--- config.mk ---
export PLATFORM = sky130hd
export DESIGN_NAME = signed_int_to_padded_decimal_text_flat
export DESIGN_NICKNAME = d
export VERILOG_FILES = /design/src/hdl/sidt_pkg.sv /design/src/hdl/sidt_if.sv /design/src/hdl/sidt_dpath.sv /design/src/hdl/sidt_ctrl.sv /design/src/hdl/signed_int_to_padded_decimal_text.sv /design/src/flat_wrapper.sv
export SDC_FILE = /design/constraint.sdc
export NUM_CORES = 1
export LEC_CHECK = 0
export ABC_AREA = 1
export BUFFER_PORTS_ARGS = -buffer_cell sky130_fd_sc_hd__buf_2
export CAP_MARGIN = 0
export CORE_ASPECT_RATIO = 1.1
export CORE_MARGIN = 3
export CORE_UTILIZATION = 56
export DETAILED_ROUTE_END_ITERATION = 10
export GPL_TIMING_DRIVEN = 0
export PLACE_DENSITY = 0.78
export SLEW_MARGIN = 20
export SYNTH_ARGS = -nofsm -noshare
export SYNTH_HDL_FRONTEND = slang
export SYNTH_SLANG_ARGS = --single-unit
--- constraint.sdc ---
create_clock -name clock -period 3.1 [get_ports clock]
set_clock_uncertainty 0.05 [all_clocks]
set_input_delay 0.62 -clock clock [delete_from_list [all_inputs] [get_ports clock]]
set_output_delay 0.62 -clock clock [all_outputs]
set_load 0.005 [all_outputs]
--- src/hdl/sidt_pkg.sv ---
// Types and constants of the signed integer to padded decimal text block.
// Depends on nothing; used by the interfaces, the controller and the datapath.
package sidt_pkg;

   localparam int VALUE_W     = 32;
   localparam int WIDTH_W     = 6;
   localparam int CHAR_W      = 8;
   localparam int DIGITS      = 10;
   localparam int BCD_W       = 4 * DIGITS;
   localparam int ND_W        = 4;
   localparam int CONV_CYCLES = VALUE_W / 2;
   localparam int CNT_W       = $clog2(CONV_CYCLES);

   localparam logic [CHAR_W-1:0] CHAR_ZERO  = 8'h30;
   localparam logic [CHAR_W-1:0] CHAR_MINUS = 8'h2D;
   localparam logic [CHAR_W-1:0] CHAR_SPACE = 8'h20;
   localparam logic [CHAR_W-1:0] CHAR_NONE  = 8'h00;
   localparam logic [CHAR_W-1:0] CHAR_NINE  = 8'h39;

   typedef struct packed {
      logic load;
      logic shift;
      logic check;
      logic emit;
   } cmd_type;

   typedef struct packed {
      logic out_free;
      logic is_err;
      logic is_last;
   } sts_type;

   // One shift-and-add-three step: correct every digit of five or more, then
   // shift the next magnitude bit in at the bottom.
   function automatic logic [BCD_W-1:0] dabble_step(input logic [BCD_W-1:0] bcd,
                                                     input logic bit_in);
      logic [BCD_W-1:0] adj;
      adj = bcd;
      for (int i = 0; i < DIGITS; i++) begin
         if (bcd[4*i +: 4] >= 4'd5) begin
            adj[4*i +: 4] = bcd[4*i +: 4] + 4'd3;
         end
      end
      return {adj[BCD_W-2:0], bit_in};
   endfunction

endpackage

--- src/hdl/sidt_if.sv ---
// Valid/ready channel interfaces for the request and result items.
// Depends on sidt_pkg for the field widths.
interface sidt_req_if import sidt_pkg::*; ();
   logic                      valid;
   logic                      ready;
   logic signed [VALUE_W-1:0] value;
   logic        [WIDTH_W-1:0] width;

   modport source (output valid, value, width, input ready);
   modport sink   (input valid, value, width, output ready);
endinterface

interface sidt_rsp_if import sidt_pkg::*; ();
   logic              valid;
   logic              ready;
   logic [CHAR_W-1:0] char_code;
   logic              last;
   logic              error;

   modport source (output valid, char_code, last, error, input ready);
   modport sink   (input valid, char_code, last, error, output ready);
endinterface

--- src/hdl/sidt_dpath.sv ---
// Datapath: magnitude register, binary to BCD converter, field checks and the
// registered result stage. Depends on sidt_pkg; driven by sidt_ctrl commands.
module sidt_dpath import sidt_pkg::*; #(
   parameter int MAX_WIDTH = 32
) (
   input  logic                      clock,
   input  logic                      reset,
   input  cmd_type                   cmd,
   output sts_type                   sts,
   input  logic signed [VALUE_W-1:0] req_value,
   input  logic        [WIDTH_W-1:0] req_width,
   output logic                      rsp_valid,
   input  logic                      rsp_ready,
   output logic        [CHAR_W-1:0]  rsp_char_code,
   output logic                      rsp_last,
   output logic                      rsp_error
);

   localparam logic [WIDTH_W:0] MAX_W_VEC = (WIDTH_W + 1)'(MAX_WIDTH);

   logic [VALUE_W-1:0] mag_ff, mag_in;
   logic [BCD_W-1:0]   bcd_ff, bcd_in;
   logic               neg_ff, neg_in;
   logic [WIDTH_W-1:0] width_ff, width_in;
   logic [WIDTH_W-1:0] pos_ff, pos_in;
   logic [ND_W-1:0]    nd_ff, nd_in;
   logic               err_ff, err_in;
   logic               valid_ff, valid_in;
   logic [CHAR_W-1:0]  char_ff, char_in;
   logic               last_ff, last_in;
   logic               error_ff, error_in;

   logic [VALUE_W-1:0] raw;
   logic [ND_W-1:0]    nd_calc;
   logic [ND_W:0]      need;
   logic [WIDTH_W-1:0] k;
   logic [ND_W-1:0]    dig_idx;
   logic [CHAR_W-1:0]  text_char;
   logic               pos_last;

   assign raw = VALUE_W'(req_value);

   always_comb begin
      nd_calc = ND_W'(1);
      for (int i = 0; i < DIGITS; i++) begin
         if (bcd_ff[4*i +: 4] != 4'd0) begin
            nd_calc = ND_W'(i + 1);
         end
      end
   end

   assign need     = {1'b0, nd_calc} + {{ND_W{1'b0}}, neg_ff};
   assign pos_last = ({1'b0, pos_ff} + 1'b1) == {1'b0, width_ff};
   assign k        = pos_ff - {{(WIDTH_W-1){1'b0}}, neg_ff};
   assign dig_idx  = nd_ff - ND_W'(1) - k[ND_W-1:0];

   always_comb begin
      if (neg_ff && (pos_ff == '0)) begin
         text_char = CHAR_MINUS;
      end else if (k < {{(WIDTH_W-ND_W){1'b0}}, nd_ff}) begin
         text_char = CHAR_ZERO + {4'd0, bcd_ff[{dig_idx, 2'b00} +: 4]};
      end else begin
         text_char = CHAR_SPACE;
      end
   end

   always_comb begin
      mag_in   = mag_ff;
      bcd_in   = bcd_ff;
      neg_in   = neg_ff;
      width_in = width_ff;
      pos_in   = pos_ff;
      nd_in    = nd_ff;
      err_in   = err_ff;
      char_in  = char_ff;
      last_in  = last_ff;
      error_in = error_ff;
      valid_in = valid_ff && !rsp_ready;
      if (cmd.load) begin
         neg_in   = raw[VALUE_W-1];
         mag_in   = raw[VALUE_W-1] ? (VALUE_W'(0) - raw) : raw;
         width_in = req_width;
         bcd_in   = '0;
         pos_in   = '0;
      end
      if (cmd.shift) begin
         bcd_in = dabble_step(dabble_step(bcd_ff, mag_ff[VALUE_W-1]), mag_ff[VALUE_W-2]);
         mag_in = {mag_ff[VALUE_W-3:0], 2'b00};
      end
      if (cmd.check) begin
         nd_in  = nd_calc;
         err_in = (width_ff == '0) || ({1'b0, width_ff} > MAX_W_VEC)
                  || ({{(WIDTH_W-ND_W){1'b0}}, need} > {1'b0, width_ff});
      end
      if (cmd.emit) begin
         valid_in = 1'b1;
         if (err_ff) begin
            char_in  = CHAR_NONE;
            last_in  = 1'b1;
            error_in = 1'b1;
         end else begin
            char_in  = text_char;
            last_in  = pos_last;
            error_in = 1'b0;
            pos_in   = pos_ff + 1'b1;
         end
      end
   end

   always_ff @(posedge clock) begin
      mag_ff   <= mag_in;
      bcd_ff   <= bcd_in;
      neg_ff   <= neg_in;
      width_ff <= width_in;
      pos_ff   <= pos_in;
      nd_ff    <= nd_in;
      err_ff   <= err_in;
      char_ff  <= char_in;
      last_ff  <= last_in;
      error_ff <= error_in;
      if (reset) begin
         valid_ff <= 1'b0;
      end else begin
         valid_ff <= valid_in;
      end
   end

   assign sts.out_free = !valid_ff || rsp_ready;
   assign sts.is_err   = err_ff;
   assign sts.is_last  = pos_last;

   assign rsp_valid     = valid_ff;
   assign rsp_char_code = char_ff;
   assign rsp_last      = last_ff;
   assign rsp_error     = error_ff;

endmodule

--- src/hdl/sidt_ctrl.sv ---
// Controller: sequences accept, conversion, field check and character output.
// Depends on sidt_pkg for the command and status structs.
module sidt_ctrl import sidt_pkg::*; (
   input  logic    clock,
   input  logic    reset,
   input  logic    req_valid,
   output logic    req_ready,
   output cmd_type cmd,
   input  sts_type sts
);

   localparam logic [1:0] ST_IDLE  = 2'd0;
   localparam logic [1:0] ST_CONV  = 2'd1;
   localparam logic [1:0] ST_CHECK = 2'd2;
   localparam logic [1:0] ST_EMIT  = 2'd3;

   logic [1:0]       state_ff, state_in;
   logic [CNT_W-1:0] cnt_ff, cnt_in;

   always_comb begin
      state_in  = state_ff;
      cnt_in    = cnt_ff;
      cmd       = '0;
      req_ready = 1'b0;
      case (state_ff)
         ST_IDLE: begin
            req_ready = 1'b1;
            if (req_valid) begin
               cmd.load = 1'b1;
               cnt_in   = '0;
               state_in = ST_CONV;
            end
         end
         ST_CONV: begin
            cmd.shift = 1'b1;
            cnt_in    = cnt_ff + 1'b1;
            if (cnt_ff == CNT_W'(CONV_CYCLES - 1)) begin
               state_in = ST_CHECK;
            end
         end
         ST_CHECK: begin
            cmd.check = 1'b1;
            state_in  = ST_EMIT;
         end
         ST_EMIT: begin
            if (sts.out_free) begin
               cmd.emit = 1'b1;
               if (sts.is_err || sts.is_last) begin
                  state_in = ST_IDLE;
               end
            end
         end
         default: begin
            state_in = ST_IDLE;
         end
      endcase
   end

   always_ff @(posedge clock) begin
      cnt_ff <= cnt_in;
      if (reset) begin
         state_ff <= ST_IDLE;
      end else begin
         state_ff <= state_in;
      end
   end

endmodule

--- src/hdl/signed_int_to_padded_decimal_text.sv ---
// Channel  Dir  Payload                           Accepted when
// req_ch   in   value[31:0] signed, width[5:0]    req_ch.valid && req_ch.ready
// rsp_ch   out  char_code[7:0], last, error       rsp_ch.valid && rsp_ch.ready
//
// An item goes through accept, binary to BCD conversion (two bits per cycle
// in the converter), field checking, then output of its characters, or of a
// single error item when the field check fails.
// A new item is taken once the last character is in the output register.
// Synchronous reset clears the controller state and the result valid flag.
// A stalled result holds the output register and pauses the character count.
module signed_int_to_padded_decimal_text import sidt_pkg::*; #(
   parameter int MAX_WIDTH = 32
) (
   input logic        clock,
   input logic        reset,
   sidt_req_if.sink   req_ch,
   sidt_rsp_if.source rsp_ch
);

   cmd_type cmd;
   sts_type sts;

   sidt_ctrl u_ctrl (
      .clock     (clock),
      .reset     (reset),
      .req_valid (req_ch.valid),
      .req_ready (req_ch.ready),
      .cmd       (cmd),
      .sts       (sts)
   );

   sidt_dpath #(
      .MAX_WIDTH (MAX_WIDTH)
   ) u_dpath (
      .clock         (clock),
      .reset         (reset),
      .cmd           (cmd),
      .sts           (sts),
      .req_value     (req_ch.value),
      .req_width     (req_ch.width),
      .rsp_valid     (rsp_ch.valid),
      .rsp_ready     (rsp_ch.ready),
      .rsp_char_code (rsp_ch.char_code),
      .rsp_last      (rsp_ch.last),
      .rsp_error     (rsp_ch.error)
   );

endmodule

--- src/flat_wrapper.sv ---
// flat-port wrapper written by rule: the top's interface ports become plain ports
module signed_int_to_padded_decimal_text_flat import sidt_pkg::*;
#(
   parameter int MAX_WIDTH = 32
)
  (clock, reset, req_ch_valid, req_ch_value, req_ch_width, req_ch_ready, rsp_ch_valid, rsp_ch_char_code, rsp_ch_last, rsp_ch_error, rsp_ch_ready);
  sidt_req_if req_ch_i ();
  sidt_rsp_if rsp_ch_i ();
  input logic clock;
  input logic reset;
  input wire logic [$bits(req_ch_i.valid)-1:0] req_ch_valid;
  input wire logic [$bits(req_ch_i.value)-1:0] req_ch_value;
  input wire logic [$bits(req_ch_i.width)-1:0] req_ch_width;
  output wire logic [$bits(req_ch_i.ready)-1:0] req_ch_ready;
  output wire logic [$bits(rsp_ch_i.valid)-1:0] rsp_ch_valid;
  output wire logic [$bits(rsp_ch_i.char_code)-1:0] rsp_ch_char_code;
  output wire logic [$bits(rsp_ch_i.last)-1:0] rsp_ch_last;
  output wire logic [$bits(rsp_ch_i.error)-1:0] rsp_ch_error;
  input wire logic [$bits(rsp_ch_i.ready)-1:0] rsp_ch_ready;
  assign req_ch_i.valid = req_ch_valid;
  assign req_ch_i.value = req_ch_value;
  assign req_ch_i.width = req_ch_width;
  assign req_ch_ready = req_ch_i.ready;
  assign rsp_ch_valid = rsp_ch_i.valid;
  assign rsp_ch_char_code = rsp_ch_i.char_code;
  assign rsp_ch_last = rsp_ch_i.last;
  assign rsp_ch_error = rsp_ch_i.error;
  assign rsp_ch_i.ready = rsp_ch_ready;
  signed_int_to_padded_decimal_text #(.MAX_WIDTH(MAX_WIDTH)) u_core (.clock(clock), .reset(reset), .req_ch(req_ch_i), .rsp_ch(rsp_ch_i));
endmodule
# Word level (Yosys, flattened, before mapping)
# Index checks and enable logic that the tools add are counted.
dict set report op_classes {
  n_shift 1
  n_mux 65
  eq_ne 9
  n_lt_le_gt_ge 23
  add_sub_neg 29
  n_bitwise 1
  reduce_logical 25
}
# cell count
set ops {}
lappend ops {{4-bit two-way mux} 36}
lappend ops {{32-bit two-way mux} 3}
lappend ops {{4-bit by 3-bit greater-or-equal comparator with 1-bit output, second input constant} 20}
lappend ops {{40-bit two-way mux} 2}
lappend ops {{4-bit by 2-bit adder with 4-bit output, second input constant} 18}
lappend ops {{40-bit by 7-bit indexed part select with 4-bit output} 1}
lappend ops {{4-bit nonzero test} 9}
lappend ops {{1-bit by 32-bit subtractor with 32-bit output, first input constant} 1}
lappend ops {{6-bit two-way mux} 5}
lappend ops {{6-bit zero test} 2}
lappend ops {{2-bit two-way mux} 5}
lappend ops {{1-bit two-way mux} 9}
lappend ops {{3-bit two-way mux} 3}
lappend ops {{2-bit one-hot mux with 4 select lines} 1}
lappend ops {{4-bit one-hot mux with 2 select lines} 1}
lappend ops {{6-bit by 1-bit adder with 7-bit output, second input constant} 1}
lappend ops {{6-bit by 4-bit adder with 7-bit output, first input constant} 1}
lappend ops {{7-bit by 6-bit == test with 1-bit output} 1}
lappend ops {{3-bit by 2-bit adder with 3-bit output, second input constant} 2}
lappend ops {{6-bit by 1-bit adder with 6-bit output, second input constant} 1}
lappend ops {{5-bit by 6-bit greater-than comparator with 1-bit output} 1}
lappend ops {{6-bit greater-than comparator, second input constant} 1}
lappend ops {{6-bit by 4-bit < comparator with 1-bit output} 1}
lappend ops {{2-bit != test, second input constant} 3}
lappend ops {{18 further kinds} 25}
dict set report word_totals {
  input_bits 42
  reg_bits 106
  wordCells 168
}

# Depth between registers and ports, before layout
# Gate-level depths: netlist of the first run.
dict set report depth {
  ltp_word 13
  depth_mapped 22
}

# Hierarchy
# Synthesis of the first run repeated with hierarchy kept, for this count alone.
dict set report hier_totals {
  hier_cells 1193
  area_unflattened_um2 8438.1
}
# mod n_inst area_per_inst_um2 cells_per_inst
set by_module_without_submodules {}
lappend by_module_without_submodules {sidt_dpath 1 8030.2 1143}
lappend by_module_without_submodules {sidt_ctrl 1 407.9 50}

# Worst setup path before layout of the first run
# No wires, ideal clock.
dict set report synth_timing {
  kind {register to register}
  startpoint {reg u_core.u_dpath.bcd_ff[4]}
  endpoint {reg u_core.u_dpath.err_ff, data pin}
  setup_ps 254
  stages_incl_launch_ff 22
  t_required_ps 2796
  t_arrival_ps 2705
  setup_slack_ps 91
  cell_sequence {edfxtp_1 > inv_1 > ha_1 > inv_1 > or2_2 > o21ai_0 > nand4_1 > nand2_1 > nand2_1 > nand2_1 > nand2_1 > a21oi_1 > ha_1 > ha_1 > ha_1 > inv_1 > o21bai_1 > a21oi_1 > o21ai_0 > o21ai_0 > nand3_1 > o21a_1}
}
dict set report synth_between {
  elab_chain_cells 13
}
# element line
set synth_lines {}
lappend synth_lines {{start: declaration} sidt_dpath.sv:22} ;# logic [BCD_W-1:0] bcd_ff, bcd_in;
lappend synth_lines {{start signal: assignment} sidt_dpath.sv:112} ;# bcd_ff <= bcd_in;
lappend synth_lines {{4-bit nonzero test} sidt_dpath.sv:46} ;# if (bcd_ff[4*i +: 4] != 4'd0) begin
lappend synth_lines {{2-bit two-way mux} sidt_dpath.sv:46}
lappend synth_lines {{4-bit two-way mux (8 in a row)} sidt_dpath.sv:46}
lappend synth_lines {{net u_core.u_dpath.nd_calc[0]} sidt_dpath.sv:34} ;# logic [ND_W-1:0] nd_calc;
lappend synth_lines {{4-bit by 1-bit adder with 5-bit output} sidt_dpath.sv:52} ;# assign need = {1'b0, nd_calc} + {{ND_W{1'b0}}, neg_ff};
lappend synth_lines {{5-bit by 6-bit greater-than comparator with 1-bit output} sidt_dpath.sv:93} ;# || ({{(WIDTH_W-ND_W){1'b0}}, need} > {1'b0, width_ff});
lappend synth_lines {{1-bit logical OR} sidt_dpath.sv:93}
lappend synth_lines {{end signal: assignment} sidt_dpath.sv:117} ;# err_ff <= err_in;
lappend synth_lines {{end: declaration} sidt_dpath.sv:27} ;# logic err_ff, err_in;
# The timed path passes the listed nets, and every way through them passes these cells.
# A chain may end at the register's enable or synchronous reset.

# Worst setup path in the final report of the first run
# Same ends and word-level chain as after synthesis.

==> impl_metrics.py, run 1 <==
metrics = {
    "sta": {
        "hold_viol": 0,
        "whs_ns": 0.378,
        "setup_slack_ns": -0.0424,
        "drv_slew": 0,
        "max_slew_margin_pct": 44.1,
        "setup_viol": 1,
        "rsz0062_at_grt": "true",
        "worst_slew_pin_slew_ns": 0.836,
        "fin_crit_sh_pct": 101,
        "fmax_ghz": 0.318,
        "post-route-min-period_ns": 3.14,
    },
    "placement": {
        "place.gp.congestion": 0.902,
        "hpwl_mm": 13.2,
        "place_worst_setup_slack_ns": -0.365,
        "place_area_um2": 8460,
        "place_inst": 1274,
        "port_buffers": 51,
    },
    "drt": {
        "wl_mm": 17.2,
        "drc": 0,
        "dr.pass1.iters": 6,
        "vias_per_cell": 5.38,
        "routedWlPerCell_um": 13.3,
        "drtIter0Drc": 419,
        "via_count": 6999,
        "ant_nets": 0,
    },
    "hold_path": {
        "worst_hold_startpoint": "reset",
        "holdCritPathClass": "input port to flop",
    },
    "yosys": {
        "synth.most_common_cell": "nand2_1",
        "synthDistinctLibCells": 46,
        "syn_inst": 1036,
        "synth-seq-area-share_pct": 38.4,
        "synth-async-reset-ratio_pct": 0,
        "yosys.area.top_type": "edfxtp_1",
        "synth_common_cells": "214 x nand2_1, 151 x inv_1, 98 x o21ai_0, 94 x edfxtp_1, 84 x nor2_1",
        "synth_area_leaders": "edfxtp_1 36%, nand2_1 10%, ha_1 10%",
        "syn_area_um2": 7930,
        "synth_top_area_share_pct": 35.6,
        "synth_seq_cells": 105,
        "synth-edff-count": 94,
        "ys_warn_count": 0,
        "synthFlopType": "edfxtp_1",
        "syn_avg_cell_area_um2": 7.65,
    },
    "layout": {
        "fillerInstances": 1217,
        "finalNetCount": 1219,
        "fin_cells": 1301,
        "multi_input_comb_area_um2": 4270,
        "fin_area_um2": 8910,
        "drive_gt1_share_pct": 13.0,
        "seq_area_um2": 3040,
        "n_antenna_cell": 0,
        "area_delta_synth_final_pct": 12.5,
    },
    "die": {
        "die_y_um": 131,
        "initial_core_util_pct": 58.5,
        "dieArea_um2": 15600,
        "coreArea_um2": 13500,
        "num_io_pins": 54,
        "fp-row-count": 44,
        "dieWidth_um": 119,
    },
    "critical_path": {
        "cp_max_fo": 3,
        "critical_path_class": "flop to flop",
        "cpPeakStageDelay_ns": 0.41,
        "cpMaxStageDelayCell": "edfxtp_1",
        "reg2reg_from": "u_core.u_dpath.bcd_ff[4]",
        "path_cells": "inv_1 -> ha_1 -> inv_2 -> or2_4 -> o21ai_2 -> nand4_1 -> nand2_1 -> nand2_1 -> nand2_1 -> nand2_1 -> a21oi_2 -> ha_2 -> ha_4 -> xor2_1 -> ha_1 -> a21oi_2 -> o21ai_1 -> o21ai_1 -> nand3_1 -> o21a_1",
        "endpoint_kind": "flop",
        "cpMostUsedCell": "nand2_1",
        "critPathLaunch": "u_core.u_dpath.bcd_ff[4]",
        "critPathArrivalTime_ns": 3.21,
        "crit_required_ns": 3.17,
        "start_kind": "flop",
    },
    "run_status": {
        "status": "finished with violations",
        "violations": "setup timing",
    },
    "global_routing": {
        "grt_overflow": 0,
        "grt_first_pass_wirelength_mm": 28.9,
        "antenna_found_initial": 0,
        "grt_max_degree": 54,
        "grt_usage_pct": 22.8,
        "grt_pass1_vias": 6578,
    },
    "clocking": {
        "numClockSinks": 105,
        "clockBufferDepth": 2,
        "cts_buffers": 9,
        "cts_htree_levels": 3,
        "clkTransAtPathRegs_ns": 0.08,
        "ctsHoldBuffers": 0,
        "cts_tree": "yes",
        "root_buffer": "clkbuf_16",
        "worstSkewPairLatency_ns": 0.36,
    },
    "pwr": {
        "p_leak_nw": 4.05,
        "ir_drop_uv": 439,
        "power_density_nw_per_um2": 1090,
    },
    "flow_run": {
        "maxCapViolations": 0,
    },
}
registers in the layout, indices dropped and copies added, names as in the netlist:
name	flops
u_core.u_ctrl.state_ff	2
u_core.u_dpath.width_ff	6
u_core.u_dpath.rsp_char_code	6
u_core.u_dpath.err_ff	1
u_core.u_dpath.bcd_ff	40
u_core.u_dpath.rsp_error	1
u_core.u_dpath.nd_ff	4
u_core.u_dpath.rsp_last	1
u_core.u_ctrl.cnt_ff	4
u_core.u_dpath.pos_ff	6
u_core.u_dpath.neg_ff	1
u_core.u_dpath.rsp_valid	1
u_core.u_dpath.mag_ff	32
critical path: cells and delay by family (launching register included):
| kind | cells | cell delay (ns) |
|---|---|---|
| simple gates | 7 | 0.66 |
| fa+ha+maj | 4 | 0.81 |
| xor+xnor | 1 | 0.15 |
| compound gates | 6 | 0.69 |
| flops | 1 | 0.41 |
| buf+inv | 2 | 0.12 |
cells by family (layout without fill, tap and decap cells):
| group | after synthesis | after routing | synth area share (%) |
|---|---|---|---|
| AO/OA/AOI/OAI | 246 | 246 | 16.7 |
| other | 1 | 3 | 0.0473 |
| AND/OR/NAND/NOR | 404 | 404 | 22.0 |
| adder cells (fa/ha/maj) | 65 | 65 | 10.4 |
| XOR/XNOR | 31 | 31 | 3.52 |
| flip-flops | 105 | 105 | 38.4 |
| buffers and inverters | 184 | 263 | 8.96 |
cell usage in the layout, fill, tap and decap left out, types with 14 or more instances in the layout:
cell type  netlist  routed
nand2_1        214     213
inv_1          151     146
o21ai_0         98      94
edfxtp_1        94      94
nor2_1          84      83
a21oi_1         76      74
ha_1            64      60
buf_2            7      58
nand3_1         55      55
o21ai_1         39      42
xor2_1          26      26
inv_2           10      15
buf_4            3      14
layer usage:
metal / track usage (%) / part of all wire, % / vias up / wire (um)
met3: 3.23 / 4.7 / 40 / 804
met1: 27.3 / 43 / 3160 / 7470
met4: 10.4 / 3.3 / 0 / 570
li1: - / - / 3621 / -
met5: 0 / 0 / - / 0
met2: 41.1 / 49 / 178 / 8400
stage by stage:
step / TNS (ns) / util [%] / power [mW]
after detailed placement: -0.365 / 62.4 / 8.30
final: -0.0424 / 65.8 / 9.74
after global placement: -48.33 / 62.2 / 8.10
after global routing: -0.226 / 65.8 / 10.8
after CTS: -0.0488 / 65.6 / 9.65
after floorplan: 0 / - / 6.98
layout make-up:
type                            instances  share of cell area, %
Tap cell                              184                   2.58
Multi-Input combinational cell        749                   47.8
Clock buffer                            9                   2.53
Timing Repair Buffer                   63                   4.10
Clock inverter                          7                  0.828
Sequential cell                       105                   34.1
Buffer                                 22                   1.15
Inverter                              162                   6.82
worst paths after layout:
check,slack (ns),cells after the start,end
setup reg to reg,-0.04,20,u_core.u_dpath.err_ff
hold reg to reg,0.44,2,u_core.u_dpath.mag_ff[0]
setup / recovery,-0.04,20,u_core.u_dpath.err_ff
hold / removal,0.38,2,u_core.u_dpath.rsp_valid
timing repair:
action,CTS,global route
pin swaps,8,7
resized for setup,18,6
setup buffers,9,2
setup endpoints to repair,1,5
report_power, final:
| part | switching (mW) | total (mW) | leakage (nW) | internal (mW) |
|---|---|---|---|---|
| sequential | 0.410 | 2.84 | 1.02 | 2.43 |
| combinational | 3.77 | 5.75 | 2.88 | 1.99 |
| clock | 0.577 | 1.15 | 0.147 | 0.571 |
| total | 4.76 | 9.74 | 4.05 | 4.99 |
Power figures use the tool's default switching activity.
==> run 2, diff against run 1 <==
--- a/config.mk
+++ b/config.mk
@@ -13,7 +13,7 @@
 export CORE_UTILIZATION = 56
 export DETAILED_ROUTE_END_ITERATION = 10
 export GPL_TIMING_DRIVEN = 0
-export PLACE_DENSITY = 0.78
+export PLACE_DENSITY = 0.84
 export SLEW_MARGIN = 20
 export SYNTH_ARGS = -nofsm -noshare
 export SYNTH_HDL_FRONTEND = slang
==> impl_metrics.py, run 2 (synthesis gave the netlist of run 1 again) <==
metrics = {
    "sta": {
        "setup_viol": 1,
        "fmax_ghz": 0.304,
        "setup_slack_ns": -0.188,
        "worst_slew_pin_slew_ns": 0.838,
        "fin_crit_sh_pct": 106,
        "fin_setup_tns_ns": -0.188,
        "hold_viol": 0,
        "max_slew_margin_pct": 43.9,
        "rsz0062_at_grt": "true",
        "whs_ns": 0.379,
        "drv_slew": 0,
        "post-route-min-period_ns": 3.29,
    },
    "clocking": {
        "ctsHoldBuffers": 0,
        "clockBufferDepth": 2,
        "clkTransAtPathRegs_ns": 0.08,
        "cts_tree": "yes",
        "root_buffer": "clkbuf_16",
        "cts_htree_levels": 3,
        "worstSkewPairLatency_ns": 0.35,
        "numClockSinks": 105,
        "cts_buffers": 9,
    },
    "critical_path": {
        "crit_required_ns": 3.16,
        "cpMaxStageDelayCell": "edfxtp_1",
        "critPathArrivalTime_ns": 3.35,
        "critical_path_class": "flop to flop",
        "cp_max_fo": 3,
        "cpPeakStageDelay_ns": 0.42,
        "endpoint_kind": "flop",
        "critPathTopFamily": "simple AND/OR/NAND/NOR gates",
        "path_cells": "inv_2 -> ha_4 -> inv_2 -> or2_4 -> nor2_4 -> o21ai_2 -> nand4_1 -> nand2_1 -> nand2_1 -> nand2_2 -> nand2_2 -> a21oi_4 -> ha_2 -> ha_4 -> xor2_1 -> ha_1 -> a21oi_2 -> o21ai_1 -> o21ai_1 -> nand3_1 -> o21a_1",
        "cp_num_buf_inv": 2,
        "start_kind": "flop",
    },
    "layout": {
        "n_antenna_cell": 0,
        "final_util_pct": 66.1,
        "fin_cells": 1303,
        "drive_gt1_share_pct": 13.9,
        "reg.largest.list": "u_core.u_dpath.bcd_ff x40, u_core.u_dpath.mag_ff x32",
        "fin_area_um2": 8960,
        "finalNetCount": 1221,
        "regMostFlops": "u_core.u_dpath.bcd_ff",
        "area_delta_synth_final_pct": 13.0,
        "mostFrequentLayoutCells": "211 x nand2_1, 143 x inv_1, 95 x o21ai_0",
        "largest_reg_flops": 40,
        "mostFrequentLayoutCell": "nand2_1",
    },
    "drt": {
        "via_count": 7104,
        "drc": 1,
        "routedWlPerCell_um": 13.7,
        "ant_nets": 0,
        "wl_mm": 17.9,
        "vias_per_cell": 5.45,
        "drtIter0Drc": 530,
        "dr.pass1.iters": 8,
    },
    "die": {
        "die_y_um": 131,
        "coreArea_um2": 13500,
        "num_io_pins": 54,
        "initial_core_util_pct": 58.5,
        "dieArea_um2": 15600,
        "dieWidth_um": 119,
        "fp-row-count": 44,
    },
    "pwr": {
        "ir_drop_uv": 503,
        "total_power_mw": 9.94,
        "p_leak_nw": 4.05,
        "power_density_nw_per_um2": 1110,
    },
    "run_status": {
        "violations": "DRC, setup timing",
        "status": "finished with violations",
    },
    "placement": {
        "place_inst": 1274,
        "place.gp.congestion": 0.908,
        "place_worst_setup_slack_ns": -0.293,
        "port_buffers": 51,
        "hpwl_mm": 13.2,
        "place_area_um2": 8450,
    },
    "hold_path": {
        "holdCritPathClass": "input port to flop",
    },
    "global_routing": {
        "grt_max_degree": 38,
        "antenna_found_initial": 0,
        "grt_first_pass_wirelength_mm": 28.9,
        "grt_pass1_vias": 6748,
        "grt_usage_pct": 22.5,
        "grt_overflow": 0,
    },
    "flow_run": {
        "maxCapViolations": 0,
    },
}
## run 2: worst paths after layout
| check | depth (start not counted) | startpoint | endpoint | slack [ns] |
|---|---|---|---|---|
| max | 21 | u_core.u_dpath.bcd_ff[9] | u_core.u_dpath.err_ff | -0.19 |
| min | 2 | reset | u_core.u_dpath.rsp_valid | 0.38 |
| max reg2reg | 21 | u_core.u_dpath.bcd_ff[9] | u_core.u_dpath.err_ff | -0.19 |
| min reg2reg | 2 | u_core.u_dpath.mag_ff[0] | u_core.u_dpath.mag_ff[0] | 0.45 |
## run 2: repair_timing
item | in CTS | in global routing
buffers inserted | 5 | 8
pin swaps | 8 | 13
resized for setup | 15 | 17
endpoints found under the setup margin | 1 | 5
## run 2: where the power goes
| part | switching [mW] | leakage (nW) | internal (mW) |
|---|---|---|---|
| Clock | 0.557 | 0.147 | 0.644 |
| Combinational | 3.87 | 2.89 | 2.03 |
| Sequential | 0.408 | 1.02 | 2.43 |
## run 2: layer usage
metal | track usage (%) | routed length [um]
met1 | 26.3 | 7490
met2 | 41.5 | 8920
met3 | 2.54 | 938
met4 | 10.6 | 528
met5 | 0 | 0
## run 2: final cells by class
cell class	instances	area [um^2]
multi-input combinational	749	4280
sequential	105	3040
timing repair buffer	65	373
clock inverter	7	90.1
buffer	22	105
inverter	162	608
tap	184	230
fill	1155	4590
clock buffer	9	225
